`config.mk`:
```
export PLATFORM = sky130hd
export DESIGN_NAME = mnint_ctrl
export DESIGN_NICKNAME = d
export VERILOG_FILES = /design/src/mnint_pkg.sv /design/src/mnint_ctrl.sv
export SDC_FILE = /design/constraint.sdc
export NUM_CORES = 1
export LEC_CHECK = 0
export BUFFER_PORTS_ARGS = -buffer_cell sky130_fd_sc_hd__buf_4
export CORE_UTILIZATION = 50
export CTS_BUF_LIST = sky130_fd_sc_hd__clkbuf_16
export CTS_CLUSTER_SIZE = 16
export DETAILED_ROUTE_END_ITERATION = 10
export PLACE_DENSITY = 0.73
export SYNTH_ARGS = -nofsm -noshare
export SYNTH_HDL_FRONTEND = slang
export SYNTH_SLANG_ARGS = --single-unit
```
`constraint.sdc`:
```
create_clock -name clk -period 5.7 [get_ports clk]
set_input_delay 0.285 -clock clk [delete_from_list [all_inputs] [get_ports clk]]
set_output_delay 0.285 -clock clk [all_outputs]
set_load 0.02 [all_outputs]
```
`src/mnint_pkg.sv`:
```
// ----------------------------------------------------------------------------
// mnint_pkg: shared types, codes and field helpers
// Arithmetic helpers for GF(2^61-1), command and status words between the
// controller and the datapath of the Newton interpolator.
// ----------------------------------------------------------------------------
package mnint_pkg;

  localparam int MOD_BITS       = 61;
  localparam int DEF_MAX_POINTS = 64;
  localparam int IDX_W          = 6;
  localparam int ST_W           = 2;

  typedef logic [MOD_BITS-1:0] field_t;

  localparam field_t FIELD_P = {MOD_BITS{1'b1}};
  // fermat exponent p-2
  localparam field_t INV_EXP = FIELD_P - field_t'(2);

  // result status codes
  localparam logic [ST_W-1:0] ST_OK   = 2'd0;
  localparam logic [ST_W-1:0] ST_DUP  = 2'd1;
  localparam logic [ST_W-1:0] ST_FULL = 2'd2;
  localparam logic [ST_W-1:0] ST_ZERO = 2'd3;

  // multiplier operand selects
  localparam logic [2:0] MS_ACC_A  = 3'd0;
  localparam logic [2:0] MS_T2_A   = 3'd1;
  localparam logic [2:0] MS_R_B    = 3'd2;
  localparam logic [2:0] MS_B_B    = 3'd3;
  localparam logic [2:0] MS_R_T2   = 3'd4;
  localparam logic [2:0] MS_PD_ACC = 3'd5;
  localparam logic [2:0] MS_PD_N   = 3'd6;

  // datapath register and store updates
  localparam logic [3:0] OP_NONE       = 4'd0;
  localparam logic [3:0] OP_INIT       = 4'd1;
  localparam logic [3:0] OP_ACC_HORNER = 4'd2;
  localparam logic [3:0] OP_T2_HORNER  = 4'd3;
  localparam logic [3:0] OP_INV_INIT   = 4'd4;
  localparam logic [3:0] OP_R_M        = 4'd5;
  localparam logic [3:0] OP_B_M        = 4'd6;
  localparam logic [3:0] OP_DIFF       = 4'd7;
  localparam logic [3:0] OP_ACC_M      = 4'd8;
  localparam logic [3:0] OP_C_UPD      = 4'd9;
  localparam logic [3:0] OP_C_ACC      = 4'd10;
  localparam logic [3:0] OP_P_N0       = 4'd11;
  localparam logic [3:0] OP_P_N        = 4'd12;
  localparam logic [3:0] OP_P_MADD     = 4'd13;
  localparam logic [3:0] OP_P_M        = 4'd14;

  typedef struct packed {
    logic             load;
    logic             mul_start;
    logic [2:0]       mul_sel;
    logic [3:0]       op;
    logic             out_load;
    logic             out_use_coef;
    logic [IDX_W-1:0] out_index;
    logic             out_last;
    logic [ST_W-1:0]  out_status;
  } cmd_t;

  typedef struct packed {
    logic mul_busy;
    logic mul_done;
    logic acc_zero;
    logic cd_zero;
    logic out_free;
  } sts_t;

  // all ones stands for zero
  function automatic field_t in_fold(field_t v);
    return (v == FIELD_P) ? '0 : v;
  endfunction

  function automatic field_t fadd(field_t a, field_t b);
    logic [MOD_BITS:0] s;
    s = {1'b0, a} + {1'b0, b};
    if (s >= {1'b0, FIELD_P}) s = s - {1'b0, FIELD_P};
    return s[MOD_BITS-1:0];
  endfunction

  function automatic field_t fsub(field_t a, field_t b);
    logic [MOD_BITS:0] s;
    s = {1'b0, a} + {1'b0, FIELD_P} - {1'b0, b};
    if (s >= {1'b0, FIELD_P}) s = s - {1'b0, FIELD_P};
    return s[MOD_BITS-1:0];
  endfunction

  function automatic field_t fneg(field_t a);
    return (a == '0) ? '0 : (FIELD_P - a);
  endfunction

endpackage

```
`src/mnint_ctrl.sv`:
```
// ----------------------------------------------------------------------------
// mnint_ctrl: interpolation sequencer
// Walks the Horner evaluations, the Fermat inverse, the store updates and
// the trimmed emission of coefficients or of a status word, one step of the datapath at a time.
// ----------------------------------------------------------------------------
module mnint_ctrl #(
  parameter int MAX_POINTS = mnint_pkg::DEF_MAX_POINTS,
  parameter int CW         = 7,
  parameter int AW         = 6
) (
  input  logic           clk,
  input  logic           rst_n,
  input  logic           in_valid,
  output logic           in_ready,
  input  logic           in_last_point,
  input  mnint_pkg::sts_t sts,
  output mnint_pkg::cmd_t cmd,
  output logic [AW-1:0]  raddr,
  output logic [AW-1:0]  waddr
);
  import mnint_pkg::*;

  localparam logic [4:0] S_IDLE    = 5'd0;
  localparam logic [4:0] S_H1      = 5'd1;
  localparam logic [4:0] S_H1_W    = 5'd2;
  localparam logic [4:0] S_H2      = 5'd3;
  localparam logic [4:0] S_H2_W    = 5'd4;
  localparam logic [4:0] S_CHK     = 5'd5;
  localparam logic [4:0] S_INV     = 5'd6;
  localparam logic [4:0] S_INV_RW  = 5'd7;
  localparam logic [4:0] S_INV_B   = 5'd8;
  localparam logic [4:0] S_INV_BW  = 5'd9;
  localparam logic [4:0] S_DIFF    = 5'd10;
  localparam logic [4:0] S_T1      = 5'd11;
  localparam logic [4:0] S_T1_W    = 5'd12;
  localparam logic [4:0] S_CU      = 5'd13;
  localparam logic [4:0] S_CU_M    = 5'd14;
  localparam logic [4:0] S_CU_W    = 5'd15;
  localparam logic [4:0] S_PU0     = 5'd16;
  localparam logic [4:0] S_PU_A    = 5'd17;
  localparam logic [4:0] S_PU_B    = 5'd18;
  localparam logic [4:0] S_PU_L    = 5'd19;
  localparam logic [4:0] S_PU_W    = 5'd20;
  localparam logic [4:0] S_PU_RD   = 5'd21;
  localparam logic [4:0] S_PU_WR   = 5'd22;
  localparam logic [4:0] S_PU_Z    = 5'd23;
  localparam logic [4:0] S_PU_ZW   = 5'd24;
  localparam logic [4:0] S_FIN     = 5'd25;
  localparam logic [4:0] S_EMIT    = 5'd26;
  localparam logic [4:0] S_TRIM    = 5'd27;
  localparam logic [4:0] S_TRIM_CK = 5'd28;
  localparam logic [4:0] S_ZERO    = 5'd29;
  localparam logic [4:0] S_OUT_RD  = 5'd30;
  localparam logic [4:0] S_OUT_LD  = 5'd31;

  localparam logic [5:0] E_LAST = 6'(MOD_BITS - 1);

  logic [4:0]      state_r, state_nxt;
  logic [CW-1:0]   k_r, k_nxt;
  logic [CW-1:0]   i_r, i_nxt;
  logic [CW-1:0]   m_r, m_nxt;
  logic [5:0]      e_r, e_nxt;
  logic [ST_W-1:0] err_r, err_nxt;
  logic            last_r, last_nxt;
  logic [CW-1:0]   im1, ip1;
  logic            accept;

  assign in_ready = (state_r == S_IDLE);
  assign accept   = in_valid && in_ready;
  assign im1      = i_r - 1'b1;
  assign ip1      = i_r + 1'b1;

  always_comb begin
    state_nxt = state_r;
    k_nxt     = k_r;
    i_nxt     = i_r;
    m_nxt     = m_r;
    e_nxt     = e_r;
    err_nxt   = err_r;
    last_nxt  = last_r;
    cmd       = '0;
    raddr     = i_r[AW-1:0];
    waddr     = i_r[AW-1:0];

    unique case (state_r)
      // take a word, decide whether it joins the set
      S_IDLE: begin
        if (accept) begin
          cmd.load = 1'b1;
          last_nxt = in_last_point;
          if (err_r != ST_OK) begin
            if (in_last_point) state_nxt = S_EMIT;
          end else if (k_r == CW'(MAX_POINTS)) begin
            err_nxt = ST_FULL;
            if (in_last_point) state_nxt = S_EMIT;
          end else begin
            cmd.op    = OP_INIT;
            i_nxt     = k_r;
            state_nxt = S_H1;
          end
        end
      end
      // product evaluated at x, highest term first
      S_H1: begin
        if (i_r == '0) begin
          i_nxt     = k_r;
          state_nxt = S_H2;
        end else begin
          i_nxt         = im1;
          cmd.mul_start = 1'b1;
          cmd.mul_sel   = MS_ACC_A;
          state_nxt     = S_H1_W;
        end
      end
      S_H1_W: begin
        if (sts.mul_done) begin
          cmd.op    = OP_ACC_HORNER;
          state_nxt = S_H1;
        end
      end
      // current polynomial evaluated at x
      S_H2: begin
        if (i_r == '0) begin
          state_nxt = S_CHK;
        end else begin
          i_nxt         = im1;
          cmd.mul_start = 1'b1;
          cmd.mul_sel   = MS_T2_A;
          state_nxt     = S_H2_W;
        end
      end
      S_H2_W: begin
        if (sts.mul_done) begin
          cmd.op    = OP_T2_HORNER;
          state_nxt = S_H2;
        end
      end
      // zero product means a repeated x
      S_CHK: begin
        if (sts.acc_zero) begin
          err_nxt   = ST_DUP;
          state_nxt = last_r ? S_EMIT : S_IDLE;
        end else begin
          cmd.op    = OP_INV_INIT;
          e_nxt     = '0;
          state_nxt = S_INV;
        end
      end
      // square and multiply, exponent bits low to high
      S_INV: begin
        if (INV_EXP[e_r]) begin
          cmd.mul_start = 1'b1;
          cmd.mul_sel   = MS_R_B;
          state_nxt     = S_INV_RW;
        end else begin
          state_nxt = S_INV_B;
        end
      end
      S_INV_RW: begin
        if (sts.mul_done) begin
          cmd.op    = OP_R_M;
          state_nxt = S_INV_B;
        end
      end
      S_INV_B: begin
        cmd.mul_start = 1'b1;
        cmd.mul_sel   = MS_B_B;
        state_nxt     = S_INV_BW;
      end
      S_INV_BW: begin
        if (sts.mul_done) begin
          cmd.op = OP_B_M;
          if (e_r == E_LAST) begin
            state_nxt = S_DIFF;
          end else begin
            e_nxt     = e_r + 6'd1;
            state_nxt = S_INV;
          end
        end
      end
      // new newton coefficient
      S_DIFF: begin
        cmd.op    = OP_DIFF;
        state_nxt = S_T1;
      end
      S_T1: begin
        cmd.mul_start = 1'b1;
        cmd.mul_sel   = MS_R_T2;
        state_nxt     = S_T1_W;
      end
      S_T1_W: begin
        if (sts.mul_done) begin
          cmd.op    = OP_ACC_M;
          i_nxt     = '0;
          state_nxt = S_CU;
        end
      end
      // coefficient store update, low to high
      S_CU: begin
        if (i_r == k_r) begin
          cmd.op    = OP_C_ACC;
          waddr     = k_r[AW-1:0];
          state_nxt = S_PU0;
        end else begin
          state_nxt = S_CU_M;
        end
      end
      S_CU_M: begin
        cmd.mul_start = 1'b1;
        cmd.mul_sel   = MS_PD_ACC;
        state_nxt     = S_CU_W;
      end
      S_CU_W: begin
        if (sts.mul_done) begin
          cmd.op    = OP_C_UPD;
          i_nxt     = ip1;
          state_nxt = S_CU;
        end
      end
      // product times (X - x), high to low
      S_PU0: begin
        if (last_r) begin
          state_nxt = S_FIN;
        end else if (k_r == '0) begin
          cmd.op    = OP_P_N0;
          waddr     = '0;
          state_nxt = S_FIN;
        end else begin
          i_nxt     = k_r - 1'b1;
          state_nxt = S_PU_A;
        end
      end
      S_PU_A: begin
        state_nxt = S_PU_B;
      end
      S_PU_B: begin
        cmd.op    = OP_P_N;
        waddr     = ip1[AW-1:0];
        state_nxt = S_PU_L;
      end
      S_PU_L: begin
        cmd.mul_start = 1'b1;
        cmd.mul_sel   = MS_PD_N;
        state_nxt     = (i_r == '0) ? S_PU_ZW : S_PU_W;
      end
      S_PU_W: begin
        if (sts.mul_done) begin
          i_nxt     = im1;
          state_nxt = S_PU_RD;
        end
      end
      S_PU_RD: begin
        state_nxt = S_PU_WR;
      end
      S_PU_WR: begin
        cmd.op    = OP_P_MADD;
        waddr     = ip1[AW-1:0];
        state_nxt = S_PU_L;
      end
      S_PU_Z: begin
        cmd.mul_start = 1'b1;
        cmd.mul_sel   = MS_PD_N;
        state_nxt     = S_PU_ZW;
      end
      S_PU_ZW: begin
        if (sts.mul_done) begin
          cmd.op    = OP_P_M;
          waddr     = '0;
          state_nxt = S_FIN;
        end
      end
      S_FIN: begin
        k_nxt     = k_r + 1'b1;
        state_nxt = last_r ? S_EMIT : S_IDLE;
      end
      // error word or start of the trim scan
      S_EMIT: begin
        if (err_r != ST_OK) begin
          if (sts.out_free) begin
            cmd.out_load   = 1'b1;
            cmd.out_last   = 1'b1;
            cmd.out_status = err_r;
            k_nxt          = '0;
            err_nxt        = ST_OK;
            state_nxt      = S_IDLE;
          end
        end else begin
          i_nxt     = k_r;
          state_nxt = S_TRIM;
        end
      end
      // drop trailing zero coefficients
      S_TRIM: begin
        raddr = im1[AW-1:0];
        state_nxt = (i_r == '0) ? S_ZERO : S_TRIM_CK;
      end
      S_TRIM_CK: begin
        raddr = im1[AW-1:0];
        if (sts.cd_zero) begin
          i_nxt     = im1;
          state_nxt = S_TRIM;
        end else begin
          m_nxt     = i_r;
          i_nxt     = '0;
          state_nxt = S_OUT_RD;
        end
      end
      S_ZERO: begin
        if (sts.out_free) begin
          cmd.out_load   = 1'b1;
          cmd.out_last   = 1'b1;
          cmd.out_status = ST_ZERO;
          k_nxt          = '0;
          state_nxt      = S_IDLE;
        end
      end
      // coefficient words, low degree first
      S_OUT_RD: begin
        state_nxt = S_OUT_LD;
      end
      S_OUT_LD: begin
        if (sts.out_free) begin
          cmd.out_load     = 1'b1;
          cmd.out_use_coef = 1'b1;
          cmd.out_index    = IDX_W'(i_r);
          cmd.out_last     = (ip1 == m_r);
          cmd.out_status   = ST_OK;
          if (ip1 == m_r) begin
            k_nxt     = '0;
            state_nxt = S_IDLE;
          end else begin
            i_nxt     = ip1;
            state_nxt = S_OUT_RD;
          end
        end
      end
      default: state_nxt = S_IDLE;
    endcase
  end

  always_ff @(posedge clk) begin
    if (!rst_n) begin
      state_r <= S_IDLE;
      k_r     <= '0;
      err_r   <= ST_OK;
      i_r     <= '0;
      m_r     <= '0;
      e_r     <= '0;
      last_r  <= 1'b0;
    end else begin
      state_r <= state_nxt;
      k_r     <= k_nxt;
      err_r   <= err_nxt;
      i_r     <= i_nxt;
      m_r     <= m_nxt;
      e_r     <= e_nxt;
      last_r  <= last_nxt;
    end
  end

endmodule

```
==> results of run 1 <==
==> logic make-up (layout without fill, tap and decap cells) <==
kind of cell | Yosys count | count (layout) | share of synthesized area [%]
AND/OR/NAND/NOR | 239 | 239 | 31.9
adder cells (fa/ha/maj) | 7 | 7 | 2.19
AO/OA/AOI/OAI | 169 | 169 | 29.5
XOR/XNOR | 33 | 33 | 7.41
buffers and inverters | 76 | 80 | 8.00
flip-flops | 36 | 36 | 18.0
multiplexers | 12 | 12 | 3.00
==> synthesized netlist by cell type, types with 5 or more instances <==
cell / instances / area, µm²
inv_1: 27 / 101
o211ai_1: 11 / 82.6
dfxtp_1: 36 / 721
and2_1: 11 / 68.8
clkbuf_1: 31 / 116
nand2b_1: 14 / 87.6
nor3_1: 16 / 80.1
o31ai_1: 7 / 52.6
and3_1: 7 / 43.8
xor2_1: 9 / 78.8
nor2_1: 50 / 188
mux2i_1: 12 / 120
o21ai_0: 31 / 155
xnor2_1: 23 / 201
nand2_1: 53 / 199
or3_1: 10 / 62.6
a31oi_1: 11 / 68.8
buf_2: 10 / 50.1
a32oi_1: 6 / 52.6
nor2b_1: 10 / 62.6
nand3_1: 24 / 120
o311ai_0: 5 / 43.8
a211oi_1: 6 / 45.0
ha_1: 7 / 87.6
a21oi_1: 34 / 170
nand4_1: 9 / 56.3
==> per-stage QoR <==
stage	std cells	hold WS (ns)
after floorplan	572	0.421
after global placement	670	0.494
after detailed placement	670	0.504
after CTS	678	0.275
after global routing	678	0.292
final	678	0.279
==> worst min-delay path, stage by stage <==
cell and delay [ns]:
buf_4 0.13, nand2_1 0.05, a21oi_1 0.05
==> per-layer routing <==
layer	global-route usage [%]	up-vias	routed length, µm	part of all wire [%]
met4	10.1	0	265	2.1
met5	0	-	0	0
met3	9.13	30	1410	11
li1	-	2111	-	-
met1	42.6	2058	5600	44
met2	46.2	269	5580	43
==> power groups by stage <==
stage          combinational, µW  clock [µW]  sequential, µW
4_1_cts                     1140         313             405
2_1_floorplan                938           0             313
5_1_grt                     1260         324             419
3_5_place_dp                1140           0             410
3_3_place_gp                1140           0             409
6_report                    1170         311             411
==> final timing paths <==
path                            cells after the start  slack, ns                    start                  end
worst max-delay path                                7       2.15  state_r[4]$_SDFFE_PN0P_             waddr[2]
worst min-delay path                                3       0.28            in_last_point  last_r$_SDFFE_PN0P_
worst max register to register                      8       2.33      i_r[0]$_SDFFE_PN0P_  k_r[6]$_SDFFE_PN0P_
worst min register to register                      2       0.51      m_r[3]$_SDFFE_PN0P_  m_r[3]$_SDFFE_PN0P_
==> final cells by class <==
| cell class | count | area [µm²] |
|---|---|---|
| Tap cell | 102 | 128 |
| Fill cell | 763 | 3320 |
| Multi-Input combinational cell | 460 | 2960 |
| Clock buffer | 5 | 125 |
| Clock inverter | 3 | 38.8 |
| Timing Repair Buffer | 45 | 338 |
| Sequential cell | 36 | 721 |
| Inverter | 27 | 101 |
==> cell usage in the layout (no fill, tap or decap), types with 10 or more instances in the layout <==
cell,Yosys,final
dfxtp_1,36,36
a21oi_1,34,34
nand2_1,53,53
nand3_1,24,24
o21ai_0,31,31
xnor2_1,23,23
a31oi_1,11,11
inv_1,27,28
nor2b_1,10,10
nor3_1,16,16
buf_4,2,45
or3_1,10,10
and2_1,11,11
o211ai_1,11,11
nand2b_1,14,14
nor2_1,50,50
mux2i_1,12,12
==> sequential cells by signal (all words and copies together), names as in the netlist, named ones only <==
signal / flops
err_r: 2
e_r: 6
m_r: 7
i_r: 7
k_r: 7
last_r: 1
state_r: 5
==> results.cfg, run 1 <==
[clocking]
htree_levels = 2
path_clk_slew_ns = 0.06
cts_resized = 0
clock_sinks = 36
clkLatencyLatePin_ns = 0.29
ctsHoldBuffers = 0
cts_tree = yes
cts_post_setup_buffers_inserted = 0
cts_buffers = 5
ctsRootBufferMaster = clkbuf_16
clk_path_buf_depth = 2

[sta]
fin_crit_ns = 3.55
tightest_slew_ns = 1.05
setup_viol = 0
slew_viol_final = 0
skew_ns = 0.00938
rsz0062_at_grt = no
max_freq_ghz = 0.282
final.period_utilization_pct = 62.3
setup_ws_ns = 2.15
hold_violations = 0
finalSetupTns_ns = 0
slew_headroom_pct = 29.2

[die]
start_util_pct = 51.8
fp.dieW_um = 91.5
rows = 32
die_h_um = 91.5
num_io_pins = 42
core_um2 = 7730
die_area_um2 = 8360

[min_path]
hold_class = in -> reg

[power]
p_seq_share_pct = 21.7
pwr-share-comb_pct = 61.8
p_clk_share_pct = 16.4
power_uw = 1890
p_leak_uw = 0.00161
p_sw_share_pct = 50.2
p_int_uw = 944
switchingPower_uw = 950
powerDensity_nw_per_um2 = 429
ir_drop_v = 0.000244

[worst_setup_path]
worstPathRequired_ns = 5.41
crit_family = compound AO/OA/AOI/OAI gates
slowest_delay_ns = 0.74
critPathKind = reg -> out
critical_path_arrival_ns = 3.26
end_kind = output pin
crit_buf_inv = 2
start_kind = flip-flop
worstPathCellList = buf_4 -> nor2b_1 -> nand3_1 -> o22ai_1 -> o21ai_0 -> o311ai_0 -> buf_4
slowest_stage = dfxtp_1
crit_fanout = 26
crit_top_cell = buf_4

[placed_design]
postPlaceCellArea_um2 = 4250
dp_hpwl_um = 9330
gp_routability_congestion = 0.937
portBuffers = 40
post-place-ws_ns = 2.42

[outcome]
status = finished, final reports clean

[routing]
viasPerCell = 6.59
wl_per_cell_um = 19.0
drc = 0
first_pass_iters = 6
vias = 4468
wirelength_um = 12900
route.antenna.remaining_nets = 0
drtIter0Drc = 706

[synth]
synth_edf_count = 0
synthCells = 572
ys_warn_count = 0
synth_area_um2 = 4000
synth_ff_type = dfxtp_1
ys_types = 76
ys_seq_elements = 36
synth-async-reset-ratio_pct = 0
synth.avg_cell_area_um2 = 7.00
yosysSeqAreaShare_pct = 18.0
synth_nets = 588

[grt]
grt-ovfl-total = 0
grt_max_degree = 36
antenna_found_initial = 0
grt_pass1_vias = 3984
grt_pass1_wl_um = 20700
grt_use_total_pct = 31.1

[cells_and_area]
drive_gt1_share_pct = 12.7
num-nets-final = 591
antennaDiodeCount = 0
fin_area_um2 = 4410
syn2layout_area_growth_pct = 10.3
fin_util_pct = 57.1

[run]
maxCapViolCount = 0
Note: power is estimated with default switching activity, not from simulation.
==> run 2, diff against run 1 <==
- clock period: 5.7 -> 3.3 ns (I/O delays scaled with it)
==> results.cfg, run 2 (synthesis gave the netlist of run 1 again) <==
[cells_and_area]
drive_gt1_share_pct = 16.2
num-nets-final = 613
layout.cells.non_filler = 700
syn2layout_area_growth_pct = 14.7
antennaDiodeCount = 0
final_cell_mix = buf_4, nand2_1, nor2_1
layout_commonest_cell = buf_4
seq_area_um2 = 721
multi_input_area_um2 = 2970
reg_top3 = i_r: 7 flops, k_r: 7 flops, m_r: 7 flops
nFillCells = 724

[power]
p_clk_share_pct = 16.2
pwr-share-comb_pct = 64.6
p_seq_share_pct = 19.2
ir_drop_v = 0.000602
power_uw = 3470
powerDensity_nw_per_um2 = 756
p_int_uw = 1730
p_leak_uw = 0.00173
switchingPower_uw = 1740
p_sw_share_pct = 50.3

[worst_setup_path]
timing.rr.start = i_r[1]$_SDFFE_PN0P_
critPathLaunch = state_r[1]$_SDFFE_PN0P_
worstPathRequired_ns = 3.13
crit_fanout = 19
start_kind = flip-flop
end_kind = output pin
critPathKind = reg -> out
critical_path_arrival_ns = 2.83

[die]
die_area_um2 = 8360
rows = 32
die_h_um = 91.5
num_io_pins = 42
fp.dieW_um = 91.5
start_util_pct = 51.8
core_um2 = 7730

[clocking]
clk_path_buf_depth = 2
cts_tree = yes
clock_sinks = 36
htree_levels = 2
ctsRootBufferMaster = clkbuf_16
cts_post_setup_buffers_inserted = 0
cts_buffers = 5
clkLatencyLatePin_ns = 0.29
path_clk_slew_ns = 0.06

[routing]
vias = 4645
wirelength_um = 13500
first_pass_iters = 5
viasPerCell = 6.64
wl_per_cell_um = 19.3
drc = 0
route.antenna.remaining_nets = 0
drtIter0Drc = 541

[placed_design]
dp_hpwl_um = 9950
dpl.cell_count = 692
portBuffers = 40
gp_routability_congestion = 0.979
post-place-ws_ns = 0.474

[sta]
tightest_slew_ns = 0.985
skew_ns = 0.00907
setup_ws_ns = 0.304
final.period_utilization_pct = 90.8
max_freq_ghz = 0.334
timing.hold.ws_ns = 0.160
finalSetupTns_ns = 0
rsz0062_at_grt = no
slew_headroom_pct = 34.2
slew_viol_final = 0
setup_viol = 0
hold_violations = 0
fin_crit_ns = 3.00

[grt]
grt_use_total_pct = 32.5
grt_max_degree = 26
antenna_found_initial = 0
grt_pass1_vias = 4153
grt-ovfl-total = 0
grt_pass1_wl_um = 21500

[run]
maxCapViolCount = 0

[min_path]
hold_class = in -> reg
hold_path.startpoint = in_last_point

[outcome]
status = finished, final reports clean
[run 2: routing by layer]
metal | global-route usage, % | vias to the layer above | share of wire [%]
met5 | 0 | - | 0
met4 | 13.6 | 0 | 3.0
met3 | 7.20 | 42 | 11
met2 | 46.7 | 310 | 42
met1 | 46.0 | 2142 | 43
li1 | - | 2151 | -
[run 2: worst max-delay path: stages, from the launching register on]
cell      delay [ns]
dfxtp_1         0.56
buf_4           0.31
inv_1           0.13
a221oi_1        0.54
o22ai_1         0.34
o21ai_0         0.24
o311ai_0        0.20
buf_4           0.21
[run 2: power by group through the flow]
stage	clock [µW]	sequential, µW	combinational (µW)
CTS	565	657	2160
floorplan	0	541	1620
detailed placement	0	667	2150
global placement	0	664	2130
finish	563	665	2240
global route	588	677	2370
[run 2: metrics by stage]
step                      instance area (µm²)  util, %
after CTS                                4580     59.3
after detailed placement                 4410     57.1
after global routing                     4590     59.4
after global placement                   4410     57.1
after floorplan                          4000        -
final                                    4590     59.4
[run 2: repair_timing]
item | in CTS | in global routing
endpoints found under the setup margin | 0 | 1
hold buffers | 0 | 0
resized for setup | 0 | 1
[run 2: area by class of cell]
class | instances | area share, %
clock buffer | 5 | 2.73
inverter | 27 | 2.21
timing repair buffer | 67 | 11.0
multi-input combinational | 460 | 64.6
sequential | 36 | 15.7
tap | 102 | 2.78
clock inverter | 3 | 1.01
[run 2: final timing paths]
| check | to | slack [ns] | depth (start not counted) |
|---|---|---|---|
| setup / recovery | waddr[2] | 0.30 | 7 |
| hold / removal | last_r$_SDFFE_PN0P_ | 0.16 | 3 |
| setup reg to reg | k_r[6]$_SDFFE_PN0P_ | 0.39 | 7 |
| hold reg to reg | m_r[4]$_SDFFE_PN0P_ | 0.52 | 2 |
==> run 3, diff against run 2 <==
- PLACE_DENSITY: 0.73 -> 0.76
- clock period: 3.3 -> 2.55 ns (I/O delays scaled with it)
==> results.cfg, run 3 (synthesis gave the netlist of run 1 again) <==
[outcome]
status = finished, final reports clean

[clocking]
cts_buffers = 5
clk_path_buf_depth = 2
path_clk_slew_ns = 0.06
clkLatencyLatePin_ns = 0.28
ctsHoldBuffers = 0
clock_sinks = 36
ctsRootBufferMaster = clkbuf_16
htree_levels = 2
cts_tree = yes

[worst_setup_path]
critPathKind = reg -> out
crit_buf_inv = 3
crit_fanout = 6
slowest_stage = or4b_4
crit_family = simple AND/OR/NAND/NOR gates
start_kind = flip-flop
critical_path_arrival_ns = 2.39
end_kind = output pin
worstPathRequired_ns = 2.42
worstPathCellList = inv_2 -> ha_4 -> or4b_4 -> nor4_4 -> o22ai_4 -> a222oi_1 -> inv_1 -> buf_6
slowest_delay_ns = 0.51

[routing]
first_pass_iters = 6
route.antenna.remaining_nets = 0
vias = 4819
drtIter0Drc = 593
viasPerCell = 6.49
wirelength_um = 14400
drc = 0
wl_per_cell_um = 19.4

[power]
power_uw = 4700
ir_drop_v = 0.000727
powerDensity_nw_per_um2 = 946
p_leak_uw = 0.00196

[die]
rows = 32
die_h_um = 91.5
num_io_pins = 42
die_area_um2 = 8360
start_util_pct = 51.8
core_um2 = 7730
fp.dieW_um = 91.5

[sta]
skew_ns = 0.0112
final.period_utilization_pct = 98.8
max_freq_ghz = 0.397
tightest_slew_ns = 1.01
slew_headroom_pct = 31.9
fin_crit_ns = 2.52
setup_viol = 0
finalSetupTns_ns = 0
slew_viol_final = 0
hold_violations = 0
rsz0062_at_grt = yes
setup_ws_ns = 0.0302

[run]
maxCapViolCount = 0

[grt]
grt-ovfl-total = 0
grt_pass1_vias = 4346
grt_use_total_pct = 34.2
antenna_found_initial = 0
grt_pass1_wl_um = 22500
grt_max_degree = 30

[cells_and_area]
reg_top3 = i_r: 7 flops, k_r: 7 flops, m_r: 7 flops
num-nets-final = 655
antennaDiodeCount = 0
layout_commonest_cell = buf_4
layout.cells.non_filler = 742
syn2layout_area_growth_pct = 24.0
fin_util_pct = 64.2
drive_gt1_share_pct = 23.4
final_cell_mix = buf_4, nand2_1, nor2_1

[placed_design]
gp_routability_congestion = 0.963
dp_hpwl_um = 10900
portBuffers = 40
post-place-ws_ns = 0.0803
dpl.cell_count = 732

[min_path]
hold_class = in -> reg
run 3: final timing paths:
kind	slack, ns	to	cells past startpoint	start
max	0.03	waddr[1]	8	k_r[1]$_SDFFE_PN0P_
min	0.12	last_r$_SDFFE_PN0P_	3	in_last_point
max reg2reg	0.13	k_r[0]$_SDFFE_PN0P_	9	i_r[2]$_SDFFE_PN0P_
min reg2reg	0.53	m_r[2]$_SDFFE_PN0P_	2	m_r[2]$_SDFFE_PN0P_
run 3: area by class of cell:
type | instances | area (µm²)
multi-input combinational | 460 | 3030
fill | 696 | 2760
timing repair buffer | 109 | 835
sequential | 36 | 729
tap | 102 | 128
clock buffer | 5 | 125
inverter | 27 | 101
clock inverter | 3 | 16.3
run 3: per-stage QoR:
| step | hold slack, ns | area [µm²] |
|---|---|---|
| finish | 0.123 | 4960 |
| global route | 0.136 | 4960 |
| CTS | 0.115 | 4900 |
| detailed placement | 0.409 | 4730 |
| global placement | 0.408 | 4730 |
| floorplan | 0.263 | 4000 |
run 3: what timing repair did:
action	4_1_cts	5_1_grt
resized for setup	6	14
pin swaps	2	5
endpoints found under the setup margin	6	18
buffers inserted	0	2
run 3: worst register-to-register path: stages (launching register included):
cell and delay [ns]:
dfxtp_1 0.37, buf_4 0.23, nand3_1 0.22, xnor2_1 0.20, nor4_2 0.33, buf_4 0.19, a211oi_2 0.11, buf_4 0.21
or3_1 0.35, a21oi_1 0.15
run 3: layer usage:
metal	global-route usage (%)	vias up	share of wire, %
met5	0	-	0
met4	9.52	0	2.4
met3	5.70	45	10
met2	51.9	291	43
met1	49.5	2244	44
li1	-	2239	-
run 3: power by group:
group / switching, µW / internal, µW
combinational: 1900 / 1380
sequential: 163 / 645
clock: 247 / 357
total: 2310 / 2390
